[src/hw/rtl/pfsmr_pkg.sv]
// Shared constants and types for the programmable FSM with reachability.
package pfsmr_pkg;

  localparam int NUM_STATES_DEF = 8;
  localparam int RESET_PRESENT_DEF = 5;

  localparam logic [1:0] OP_STEP   = 2'd0;
  localparam logic [1:0] OP_REWIRE = 2'd1;
  localparam logic [1:0] OP_DELETE = 2'd2;
  localparam logic [1:0] OP_QUERY  = 2'd3;

  // Reset edge table for the eight named states, entry 2*s+b.
  localparam logic [2:0] RESET_EDGES [16] = '{
    3'd1, 3'd2, 3'd4, 3'd5, 3'd0, 3'd4, 3'd7, 3'd6,
    3'd3, 3'd4, 3'd6, 3'd0, 3'd2, 3'd7, 3'd5, 3'd1
  };

  typedef struct packed {
    logic busy;
    logic done;
  } reach_stat_t;

endpackage

[src/hw/rtl/programmable_fsm_with_reachability.sv]
// Top level: command sequencer, edge table RAM, reachability engine and result register.
//
//  channel | signals                                          | transaction
//  --------+--------------------------------------------------+--------------------------
//  in      | in_valid, in_ready, opcode, edge_bit, target_index | one command
//  out     | out_valid, out_ready, present_state, masks, flags  | one result per command
//
// A command's result waits for a reachability closure from the new present state; the
// single edge RAM port, two reads per visited state, paces the closure. A step command
// first reads its edge from the table to find the new present state.
// After reset all 2*NUM_STATES edge table entries are loaded with in_ready low.
// A finished result waits in the output register; the next command may be taken meanwhile.
module programmable_fsm_with_reachability #(
  parameter int NUM_STATES = pfsmr_pkg::NUM_STATES_DEF
) (
  input  logic       clk,
  input  logic       rst,
  input  logic       in_valid,
  output logic       in_ready,
  input  logic [1:0] opcode,
  input  logic       edge_bit,
  input  logic [2:0] target_index,
  output logic       out_valid,
  input  logic       out_ready,
  output logic [2:0] present_state,
  output logic [7:0] unreachable_mask,
  output logic [7:0] deleted_mask,
  output logic [7:0] newly_deleted_mask,
  output logic       query_hit,
  output logic       rewire_error
);

  localparam int SW = $clog2(NUM_STATES);
  localparam int AW = SW + 1;
  localparam int DEPTH = 2 * NUM_STATES;
  localparam int RESET_PRESENT = pfsmr_pkg::RESET_PRESENT_DEF % NUM_STATES;

  typedef enum logic [5:0] {
    T_INIT  = 6'b000001,
    T_IDLE  = 6'b000010,
    T_EXEC  = 6'b000100,
    T_STEP  = 6'b001000,
    T_WAITR = 6'b010000,
    T_FIN   = 6'b100000
  } tstate_t;

  tstate_t               state;
  logic [AW-1:0]         fill_addr;
  logic [SW-1:0]         present;
  logic [NUM_STATES-1:0] del;
  logic [1:0]            op;
  logic                  bit_sel;
  logic [2:0]            tgt;
  logic                  err;

  logic                  ram_we;
  logic [AW-1:0]         ram_addr;
  logic [SW-1:0]         ram_wdata;
  logic [SW-1:0]         ram_rdata;
  logic [SW-1:0]         fill_value;

  logic                  reach_start;
  logic [SW-1:0]         reach_root;
  logic [AW-1:0]         reach_addr;
  logic [NUM_STATES-1:0] reach_mask;
  pfsmr_pkg::reach_stat_t reach_stat;

  logic [SW-1:0]         tgt_idx;
  logic                  tgt_in_range;
  logic                  rewire_ok;
  logic [NUM_STATES-1:0] unreach;
  logic [NUM_STATES-1:0] fresh;
  logic [NUM_STATES-1:0] del_new;
  logic                  hit;
  logic                  out_load;
  logic [NUM_STATES+7:0] unreach_ext;
  logic [NUM_STATES+7:0] del_ext;
  logic [NUM_STATES+7:0] fresh_ext;
  logic [SW+2:0]         present_ext;

  assign tgt_idx      = SW'(tgt);
  assign tgt_in_range = (7'(tgt) < 7'(NUM_STATES));
  assign rewire_ok    = tgt_in_range && !del[tgt_idx];

  // reset table value for the entry being loaded
  always_comb begin
    logic [AW+2:0] a_ext;
    logic [6:0]    rr;
    a_ext = (AW+3)'(fill_addr);
    rr    = 7'(pfsmr_pkg::RESET_EDGES[4'(fill_addr)]);
    for (int k = 0; k < 7; k++) begin
      if (rr >= 7'(NUM_STATES)) begin
        rr = rr - 7'(NUM_STATES);
      end
    end
    if ((a_ext >> 1) < (AW+3)'(8)) begin
      fill_value = SW'(rr);
    end else begin
      fill_value = fill_addr[AW-1:1];
    end
  end

  always_comb begin
    ram_we    = 1'b0;
    ram_addr  = reach_addr;
    ram_wdata = tgt_idx;
    case (state)
      T_INIT: begin
        ram_we    = 1'b1;
        ram_addr  = fill_addr;
        ram_wdata = fill_value;
      end
      T_EXEC: begin
        ram_addr = {present, bit_sel};
        ram_we   = (op == pfsmr_pkg::OP_REWIRE) && rewire_ok;
      end
      default: ;
    endcase
  end

  assign reach_start = ((state == T_EXEC) && (op != pfsmr_pkg::OP_STEP)) || (state == T_STEP);
  assign reach_root  = (state == T_STEP) ? ram_rdata : present;

  pfsmr_ram #(
    .WIDTH (SW),
    .DEPTH (DEPTH)
  ) u_edges (
    .clk   (clk),
    .we    (ram_we),
    .addr  (ram_addr),
    .wdata (ram_wdata),
    .rdata (ram_rdata)
  );

  pfsmr_reach #(
    .NUM_STATES (NUM_STATES)
  ) u_reach (
    .clk   (clk),
    .rst   (rst),
    .start (reach_start),
    .root  (reach_root),
    .rdata (ram_rdata),
    .addr  (reach_addr),
    .mask  (reach_mask),
    .stat  (reach_stat)
  );

  assign unreach = ~reach_mask;
  assign fresh   = (op == pfsmr_pkg::OP_DELETE) ? (unreach & ~del) : '0;
  assign del_new = del | fresh;
  assign hit     = (op == pfsmr_pkg::OP_QUERY) && tgt_in_range && unreach[tgt_idx] && del[tgt_idx];

  assign unreach_ext = (NUM_STATES+8)'(unreach);
  assign del_ext     = (NUM_STATES+8)'(del_new);
  assign fresh_ext   = (NUM_STATES+8)'(fresh);
  assign present_ext = (SW+3)'(present);

  assign in_ready = (state == T_IDLE);
  assign out_load = (state == T_FIN) && (!out_valid || out_ready);

  always_ff @(posedge clk) begin
    if (rst) begin
      state     <= T_INIT;
      fill_addr <= '0;
      present   <= SW'(RESET_PRESENT);
      del       <= '0;
      out_valid <= 1'b0;
    end else begin
      if (out_load) begin
        out_valid <= 1'b1;
      end else if (out_ready) begin
        out_valid <= 1'b0;
      end
      case (state)
        T_INIT: begin
          fill_addr <= fill_addr + AW'(1);
          if (fill_addr == AW'(DEPTH - 1)) begin
            state <= T_IDLE;
          end
        end
        T_IDLE: begin
          if (in_valid) begin
            state <= T_EXEC;
          end
        end
        T_EXEC: begin
          if (op == pfsmr_pkg::OP_STEP) begin
            state <= T_STEP;
          end else begin
            state <= T_WAITR;
          end
        end
        T_STEP: begin
          present <= ram_rdata;
          state   <= T_WAITR;
        end
        T_WAITR: begin
          if (reach_stat.done) begin
            state <= T_FIN;
          end
        end
        T_FIN: begin
          if (out_load) begin
            del   <= del_new;
            state <= T_IDLE;
          end
        end
        default: state <= T_INIT;
      endcase
    end
  end

  // command fields and result payload
  always_ff @(posedge clk) begin
    if (in_valid && in_ready) begin
      op      <= opcode;
      bit_sel <= edge_bit;
      tgt     <= target_index;
    end
    if (state == T_EXEC) begin
      err <= (op == pfsmr_pkg::OP_REWIRE) && !rewire_ok;
    end
    if (out_load) begin
      present_state      <= present_ext[2:0];
      unreachable_mask   <= unreach_ext[7:0];
      deleted_mask       <= del_ext[7:0];
      newly_deleted_mask <= fresh_ext[7:0];
      query_hit          <= hit;
      rewire_error       <= err;
    end
  end

`ifndef SYNTHESIS
  a_del_sticky: assert property (@(posedge clk) disable iff (rst)
    1'b1 |=> ((del & $past(del)) == $past(del)))
    else $error("deleted marks cleared");

  a_present_reached: assert property (@(posedge clk) disable iff (rst)
    (state == T_FIN) |-> reach_mask[present])
    else $error("present state not in reach set");

  a_no_write_in_closure: assert property (@(posedge clk) disable iff (rst)
    reach_stat.busy |-> !ram_we)
    else $error("edge table written during closure");

  a_fresh_subset: assert property (@(posedge clk) disable iff (rst)
    out_valid |-> ((newly_deleted_mask & ~deleted_mask) == 8'd0))
    else $error("newly deleted state not marked deleted");

  a_accept_exec: assert property (@(posedge clk) disable iff (rst)
    (in_valid && in_ready) |=> (state == T_EXEC))
    else $error("accepted command not executed");
`endif

endmodule

[src/hw/rtl/pfsmr_ram.sv]
// Generic single-port RAM with registered read.
module pfsmr_ram #(
  parameter int WIDTH = 8,
  parameter int DEPTH = 16
) (
  input  logic                     clk,
  input  logic                     we,
  input  logic [$clog2(DEPTH)-1:0] addr,
  input  logic [WIDTH-1:0]         wdata,
  output logic [WIDTH-1:0]         rdata
);

  logic [WIDTH-1:0] mem [DEPTH];

  always_ff @(posedge clk) begin
    if (we) begin
      mem[addr] <= wdata;
    end
    rdata <= mem[addr];
  end

endmodule

[src/hw/rtl/pfsmr_reach.sv]
// Reachability closure engine: expands one reached state at a time over the edge RAM port.
module pfsmr_reach #(
  parameter int NUM_STATES = pfsmr_pkg::NUM_STATES_DEF
) (
  input  logic                            clk,
  input  logic                            rst,
  input  logic                            start,
  input  logic [$clog2(NUM_STATES)-1:0]   root,
  input  logic [$clog2(NUM_STATES)-1:0]   rdata,
  output logic [$clog2(NUM_STATES):0]     addr,
  output logic [NUM_STATES-1:0]           mask,
  output pfsmr_pkg::reach_stat_t          stat
);

  localparam int SW = $clog2(NUM_STATES);
  localparam logic [NUM_STATES-1:0] ONE_HOT0 = {{(NUM_STATES-1){1'b0}}, 1'b1};

  typedef enum logic [3:0] {
    R_IDLE   = 4'b0001,
    R_ISSUE0 = 4'b0010,
    R_ISSUE1 = 4'b0100,
    R_MERGE1 = 4'b1000
  } rstate_t;

  rstate_t               state;
  logic [NUM_STATES-1:0] reach;
  logic [NUM_STATES-1:0] expanded;
  logic [NUM_STATES-1:0] pending;
  logic [SW-1:0]         cur;
  logic [SW-1:0]         pick;

  assign pending = reach & ~expanded;
  assign mask    = reach;

  always_comb begin
    pick = '0;
    for (int i = NUM_STATES - 1; i >= 0; i--) begin
      if (pending[i]) begin
        pick = SW'(i);
      end
    end
  end

  always_comb begin
    case (state)
      R_ISSUE0: addr = {pick, 1'b0};
      R_ISSUE1: addr = {cur, 1'b1};
      default:  addr = {cur, 1'b1};
    endcase
  end

  assign stat.busy = (state != R_IDLE);
  assign stat.done = (state == R_ISSUE0) && (pending == '0);

  always_ff @(posedge clk) begin
    if (rst) begin
      state    <= R_IDLE;
      reach    <= '0;
      expanded <= '0;
      cur      <= '0;
    end else begin
      case (state)
        R_IDLE: begin
          if (start) begin
            reach    <= ONE_HOT0 << root;
            expanded <= '0;
            state    <= R_ISSUE0;
          end
        end
        R_ISSUE0: begin
          if (pending == '0) begin
            state <= R_IDLE;
          end else begin
            expanded <= expanded | (ONE_HOT0 << pick);
            cur      <= pick;
            state    <= R_ISSUE1;
          end
        end
        R_ISSUE1: begin
          // edge 0 of cur arrives
          reach <= reach | (ONE_HOT0 << rdata);
          state <= R_MERGE1;
        end
        R_MERGE1: begin
          reach <= reach | (ONE_HOT0 << rdata);
          state <= R_ISSUE0;
        end
        default: state <= R_IDLE;
      endcase
    end
  end

endmodule
[config.mk]
export PLATFORM = sky130hd
export DESIGN_NAME = programmable_fsm_with_reachability
export DESIGN_NICKNAME = d
export VERILOG_FILES = /design/src/hw/rtl/pfsmr_pkg.sv /design/src/hw/rtl/programmable_fsm_with_reachability.sv /design/src/hw/rtl/pfsmr_ram.sv /design/src/hw/rtl/pfsmr_reach.sv
export SDC_FILE = /design/constraint.sdc
export NUM_CORES = 1
export LEC_CHECK = 0
export BUFFER_PORTS_ARGS = -buffer_cell sky130_fd_sc_hd__buf_2
export CORE_MARGIN = 1
export CORE_UTILIZATION = 55
export CTS_CLUSTER_DIAMETER = 30
export DETAILED_ROUTE_END_ITERATION = 16
export PLACE_DENSITY = 0.75
export REMOVE_ABC_BUFFERS = 1
export SETUP_SLACK_MARGIN = 0.5
export SLEW_MARGIN = 20
export SYNTH_ARGS = -nofsm -noshare
export SYNTH_HDL_FRONTEND = slang
export SYNTH_SLANG_ARGS = --single-unit
[constraint.sdc]
create_clock -name clk -period 3.5 [get_ports clk]
set_input_delay 0.875 -clock clk [delete_from_list [all_inputs] [get_ports clk]]
set_output_delay 0.875 -clock clk [all_outputs]
set_load 0.005 [all_outputs]
== Word-level counts from Yosys, hierarchy flattened ==
Memory sizes are Yosys's and may differ from the RTL's. A register that Yosys moved wholly into a read port is not among the register bits.
Index checks and enable logic that the tools add are counted.
Operators by class
  add/sub/neg operators: 1
  multipliers: 0
  div/mod/pow operators: 0
  $lt $le $gt $ge: 3
  equal/unequal tests: 20
  shifts and indexed selects: 3
  mux-type cells: 39
  bitwise logic cells: 10
  reduce and logical (&&, ||, !) cells: 24
Operators by type and width (number)
  two-way mux 3 bit: 14
  case mux 6 bit (6 select lines): 1
  two-way mux 8 bit: 4
  case mux 8 bit (2 select lines): 2
  two-way mux 6 bit: 4
  inverter 8 bit: 3
  OR 8 bit: 3
  << shifter 1 x 3 -> 8 bit, first input constant: 3
  bitwise AND 8 bit: 2
  case mux 4 bit (4 select lines): 1
  != test 2 bit, second input constant: 6
  == test 4 bit, second input constant: 2
  logical AND 1 bit: 8
  zero test 8 bit: 1
  less-than comparator 3 x 4 -> 1 bit, second input constant: 2
  two-way mux 4 bit: 2
  case mux 4 bit (2 select lines): 1
  nonzero test 2 bit: 4
  binary-select mux 1 bit (select 3 bit): 2
  == test 6 x 1 -> 1 bit, second input constant: 1
  == test 6 x 2 -> 1 bit, second input constant: 1
  == test 6 x 3 -> 1 bit, second input constant: 1
  == test 6 x 4 -> 1 bit, second input constant: 1
  == test 6 x 5 -> 1 bit, second input constant: 1
  20 further kinds: 30
Storage, ports and cells
  register bits after elaboration: 81
  bits in latches: 0
  memory bits (writable): 48
  ROM bits: 48
  input bits: 10
  output and inout bits: 31
  logic and storage cells: 121
  memories: 2
Memory list
  (no name shown): depth 16, width 3, rd ports 1, clocked after memory_dff 0, write ports 0, RTL line programmable_fsm_with_reachability.sv:90  | rr = 7'(pfsmr_pkg::RESET_EDGES[4'(fill_addr)]);
  u_edges.mem: depth 16, width 3, rd ports 1, clocked after memory_dff 1, write ports 1, RTL line pfsmr_ram.sv:13  | logic [WIDTH-1:0] mem [DEPTH];

== Logic depth before layout (Yosys ltp) ==
  word-level depth: 14
  gate-level depth with buffers: 11

== Hierarchy ==
Synthesis repeated with hierarchy kept, for this count alone.
Unflattened totals
  cells, all modules: 491
  area total of the unflattened synthesis: 5840.6 um^2
Modules (own cells, without submodules)
  programmable_fsm_with_reachability: instances 1, cells each 219, area an instance 2541.2 um^2, sequential area each 1521.5 um^2
  pfsmr_ram: instances 1, cells each 107, area an instance 2005.7 um^2, sequential area each 1501.4 um^2
  pfsmr_reach: instances 1, cells each 165, area an instance 1293.7 um^2, sequential area each 460.4 um^2

== Least setup slack after synthesis ==
Ideal clock, no wire load.
  kind: reg2reg
  start point: reg state[1]
  end point: reg u_edges.rdata[0], read port of u_edges.mem
  library setup time: 128 ps
  data arrival time: 2565 ps
  required time: 3372 ps
  slack: 807 ps
  cell stages (with the launch flop): 10
  cells stage by stage: dfxtp_1 or3_1 or3_1 clkbuf_1 a222oi_1 buf_4 buf_8 mux4_1 mux2i_1 mux2i_1
Between the ends
  cells in the longest elaborated chain, start to end: 2
  elaborated cells between the ends (all ways): 3
Ends and longest elaborated chain
  from (decl): RTL line programmable_fsm_with_reachability.sv:47  | tstate_t state;
  from (signal assigned): RTL line programmable_fsm_with_reachability.sv:163  | state <= T_INIT;
  from (signal assigned): RTL line programmable_fsm_with_reachability.sv:178  | state <= T_IDLE;
  from (signal assigned): RTL line programmable_fsm_with_reachability.sv:183  | state <= T_EXEC;
  == test 6 x 3 -> 1 bit or == test 6 x 1 -> 1 bit (tied branches): RTL line programmable_fsm_with_reachability.sv:107  | case (state)
  case mux 4 bit (2 select lines) *: RTL line programmable_fsm_with_reachability.sv:107
  to (decl): RTL line pfsmr_ram.sv:10  | output logic [WIDTH-1:0] rdata
Every way passes the cells marked *; elsewhere a longest branch is shown, timed or not.
A chain may end at the register's enable or synchronous reset.

== Worst setup path after layout ==
  start point: reg state[3]
  end point: reg u_edges.rdata[0], read port of u_edges.mem
Same word-level chain as after synthesis.

==> flow_metrics.py <==
metrics = {
    "clocking": {
        "cts_buffers": 17,
        "clock_sinks": 132,
        "root_buffer": "clkbuf_8",
        "clk_pin_slew_ns": 0.06,
        "cts-hold-fix-buffers": 0,
        "tritoncts": "yes",
        "htreeDepth": 4,
        "clock_latency_ns": 0.52,
        "cts_buffer_depth": 2,
    },
    "drt": {
        "routed-via-count": 3894,
        "wire_per_inst_microns": 17.9,
        "drc": 0,
        "antenna_left": 0,
        "drtIter0Drc": 327,
        "wirelength_microns": 12000,
        "drtPass1Iterations": 6,
        "vias_per_cell": 5.84,
    },
    "logic_synthesis": {
        "synth_top_area_share_pct": 44.3,
        "synth_most_common_cell": "edfxtp_1",
        "ys.flop_type": "edfxtp_1",
        "yosysSeqAreaShare_pct": 61.2,
        "avgSynthCellArea_sq_um": 12.1,
        "synthTopCellsByArea": "edfxtp_1, dfxtp_1, mux4_1",
        "ys_top_cells_by_count": "edfxtp_1, nor2_1, dfxtp_1, a21oi_1, nand2_1",
        "ys_ff_latch": 132,
        "synth_edf_count": 84,
        "post-synth-top-area-cell": "edfxtp_1",
        "syn_inst": 469,
        "netlist_area_sq_um": 5690,
        "async_flop_share_pct": 0,
        "yosysWarnings": 0,
        "synth_cell_types": 48,
    },
    "critical_path": {
        "crit_path_max_fanout": 7,
        "cpPeakStageDelay_ns": 0.58,
        "crit_buf_inv": 2,
        "start_kind": "flop",
        "crit_slowest_cell": "mux4_1",
        "crit_path_cell_trace": "or3_1, or3_4, a222oi_1, buf_4, buf_2, mux4_1, mux2i_1, mux2i_1",
        "cp.arrival_ns": 3.28,
        "critPathKind": "reg2reg",
        "crit_required_ns": 3.90,
        "path_delay_family": "multiplexers",
        "cp-end-kind": "flop",
        "timing.critical_path.mode_cell": "mux2i_1",
    },
    "timing": {
        "final_hold_viol_count": 0,
        "final.period_utilization_pct": 82.2,
        "setup_violations": 0,
        "timing.hold.ws_ns": 0.432,
        "post-route-min-period_ns": 2.88,
        "rsz0062_at_grt": "false",
        "drv_slew": 0,
        "fin_skew_ns": 0.00583,
        "fmax_ghz": 0.348,
        "relSlewSlack_pct": 38.5,
        "worst_pin_slew_ns": 0.910,
    },
    "floorplan": {
        "die_area_sq_um": 10800,
        "core.rowCount": 36,
        "die_x_microns": 104,
        "start_util_pct": 57.4,
        "pin_count": 41,
        "core-area_sq_um": 9910,
        "die_h_microns": 104,
    },
    "placed_design": {
        "dp_hpwl_microns": 7910,
        "place_inst": 631,
        "gp_congestion": 0.883,
        "port_buffers": 40,
    },
    "grt": {
        "first_global_vias": 3647,
        "overflow": 0,
        "gr-usage-all-layers_pct": 23.2,
        "grt_pass1_wl_microns": 18800,
        "grt_start_max_net_pins": 38,
        "antenna_found_initial": 0,
    },
    "power": {
        "ir_worst_vdd_uv": 452,
        "leakage_nw": 2.48,
        "clkPwrFrac_pct": 30.7,
        "power_frac_comb_pct": 27.6,
        "power_density_nw_per_um2": 764,
        "p_sw_mw": 1.63,
        "swShare_pct": 32.3,
        "power.internal_mw": 3.41,
        "seq_power_share_pct": 41.7,
    },
    "cells_and_area": {
        "fin_cells": 667,
        "drive_above_1_share_pct": 20.2,
        "nNetsFinal": 536,
        "post-route-util_pct": 66.5,
        "num-fill-cells": 716,
        "num_antenna_cells": 0,
        "area_growth_pct": 15.8,
    },
    "hold_path": {
        "hold_class": "reg2reg",
    },
    "flow_run": {
        "maxCapViolCount": 0,
    },
    "run_status": {
        "status": "complete, no violations",
    },
}
final cells by class:
type	instances	area, sq um	share of cell area [%]
flip-flops and latches	132	3480	52.9
multi-input cells	303	2070	31.4
repair buffers	53	295	4.48
clock buffers	17	414	6.28
well taps	133	166	2.53
inverters	14	52.6	0.797
clock inverters	15	109	1.65
stage by stage:
step	TNS [ns]	total power, mW	worst slack (ns)	instance area, sq um
3_5_place_dp	0	3.41	0.646	6030
5_1_grt	0	5.25	0.544	6590
2_1_floorplan	-0.276	3.01	-0.0920	5590
6_report	0	5.03	0.624	6590
4_1_cts	0	4.98	0.627	6560
3_3_place_gp	0	3.38	0.707	6030
power by group through the flow:
stage                     sequential [mW]  combinational (mW)  clock [mW]
after floorplan                      2.07               0.936           0
after global placement               2.11                1.27           0
after detailed placement             2.12                1.29           0
after CTS                            2.10                1.32        1.56
after global routing                 2.11                1.52        1.63
final                                2.10                1.39        1.55
kinds of logic after synthesis:
kind of cell               Yosys count  share of synthesized area [%]
and+or+nand+nor                    180                           16.0
DFF                                132                           61.2
AOI/OAI and AO/OA                   80                           8.16
buffers and inverters               34                           2.62
muxes                               30                           9.63
xor gates and xnor gates             8                           1.23
adders and majority gates            5                           1.10
sequential cells by signal (all words and copies together) (netlist names), 4 cells and up:
name / count
del: 8
deleted_mask: 8
fill_addr: 4
newly_deleted_mask: 8
state: 6
u_edges.mem: 48
u_reach.expanded: 8
u_reach.mask: 8
u_reach.state: 4
unreachable_mask: 8
worst reg2reg max path, delay by kind of cell (launching register included):
family | cells | cell delay (ns)
AO/OA/AOI/OAI | 1 | 0.29
buffers and inverters | 2 | 0.38
flip-flops | 1 | 0.37
multiplexers | 3 | 0.88
AND/OR/NAND/NOR | 2 | 0.84
layer usage:
metal | global-route usage, % | part of all wire (%)
met4 | 8.16 | 1.7
met2 | 39.2 | 50
met5 | 0 | 0
met3 | 6.54 | 7.2
met1 | 28.6 | 41
path summary, 6_finish.rpt:
| path | start | end | slack [ns] | cells after the start |
|---|---|---|---|---|
| max | state[3] | u_edges.rdata[0] | 0.62 | 8 |
| min | err | rewire_error | 0.43 | 0 |
| max reg2reg | state[3] | u_edges.rdata[0] | 0.62 | 8 |
| min reg2reg | err | rewire_error | 0.43 | 0 |
repair_timing:
action | 4_1_cts | 5_1_grt
setup endpoints to repair | 0 | 9
buffers inserted | 0 | 3
gates resized for setup | 0 | 3
placed cells by master, fill, tap and decap left out, types with 14 or more instances in the layout:
master and instances:
edfxtp_1 84, nor2_1 64, dfxtp_1 48, buf_2 41, a21oi_1 37, nand2_1 31, nand2b_1 20, nor3_1 19
o21ai_0 19, clkbuf_16 16, inv_1 14
No activity file was read; power rests on OpenSTA's default activity.
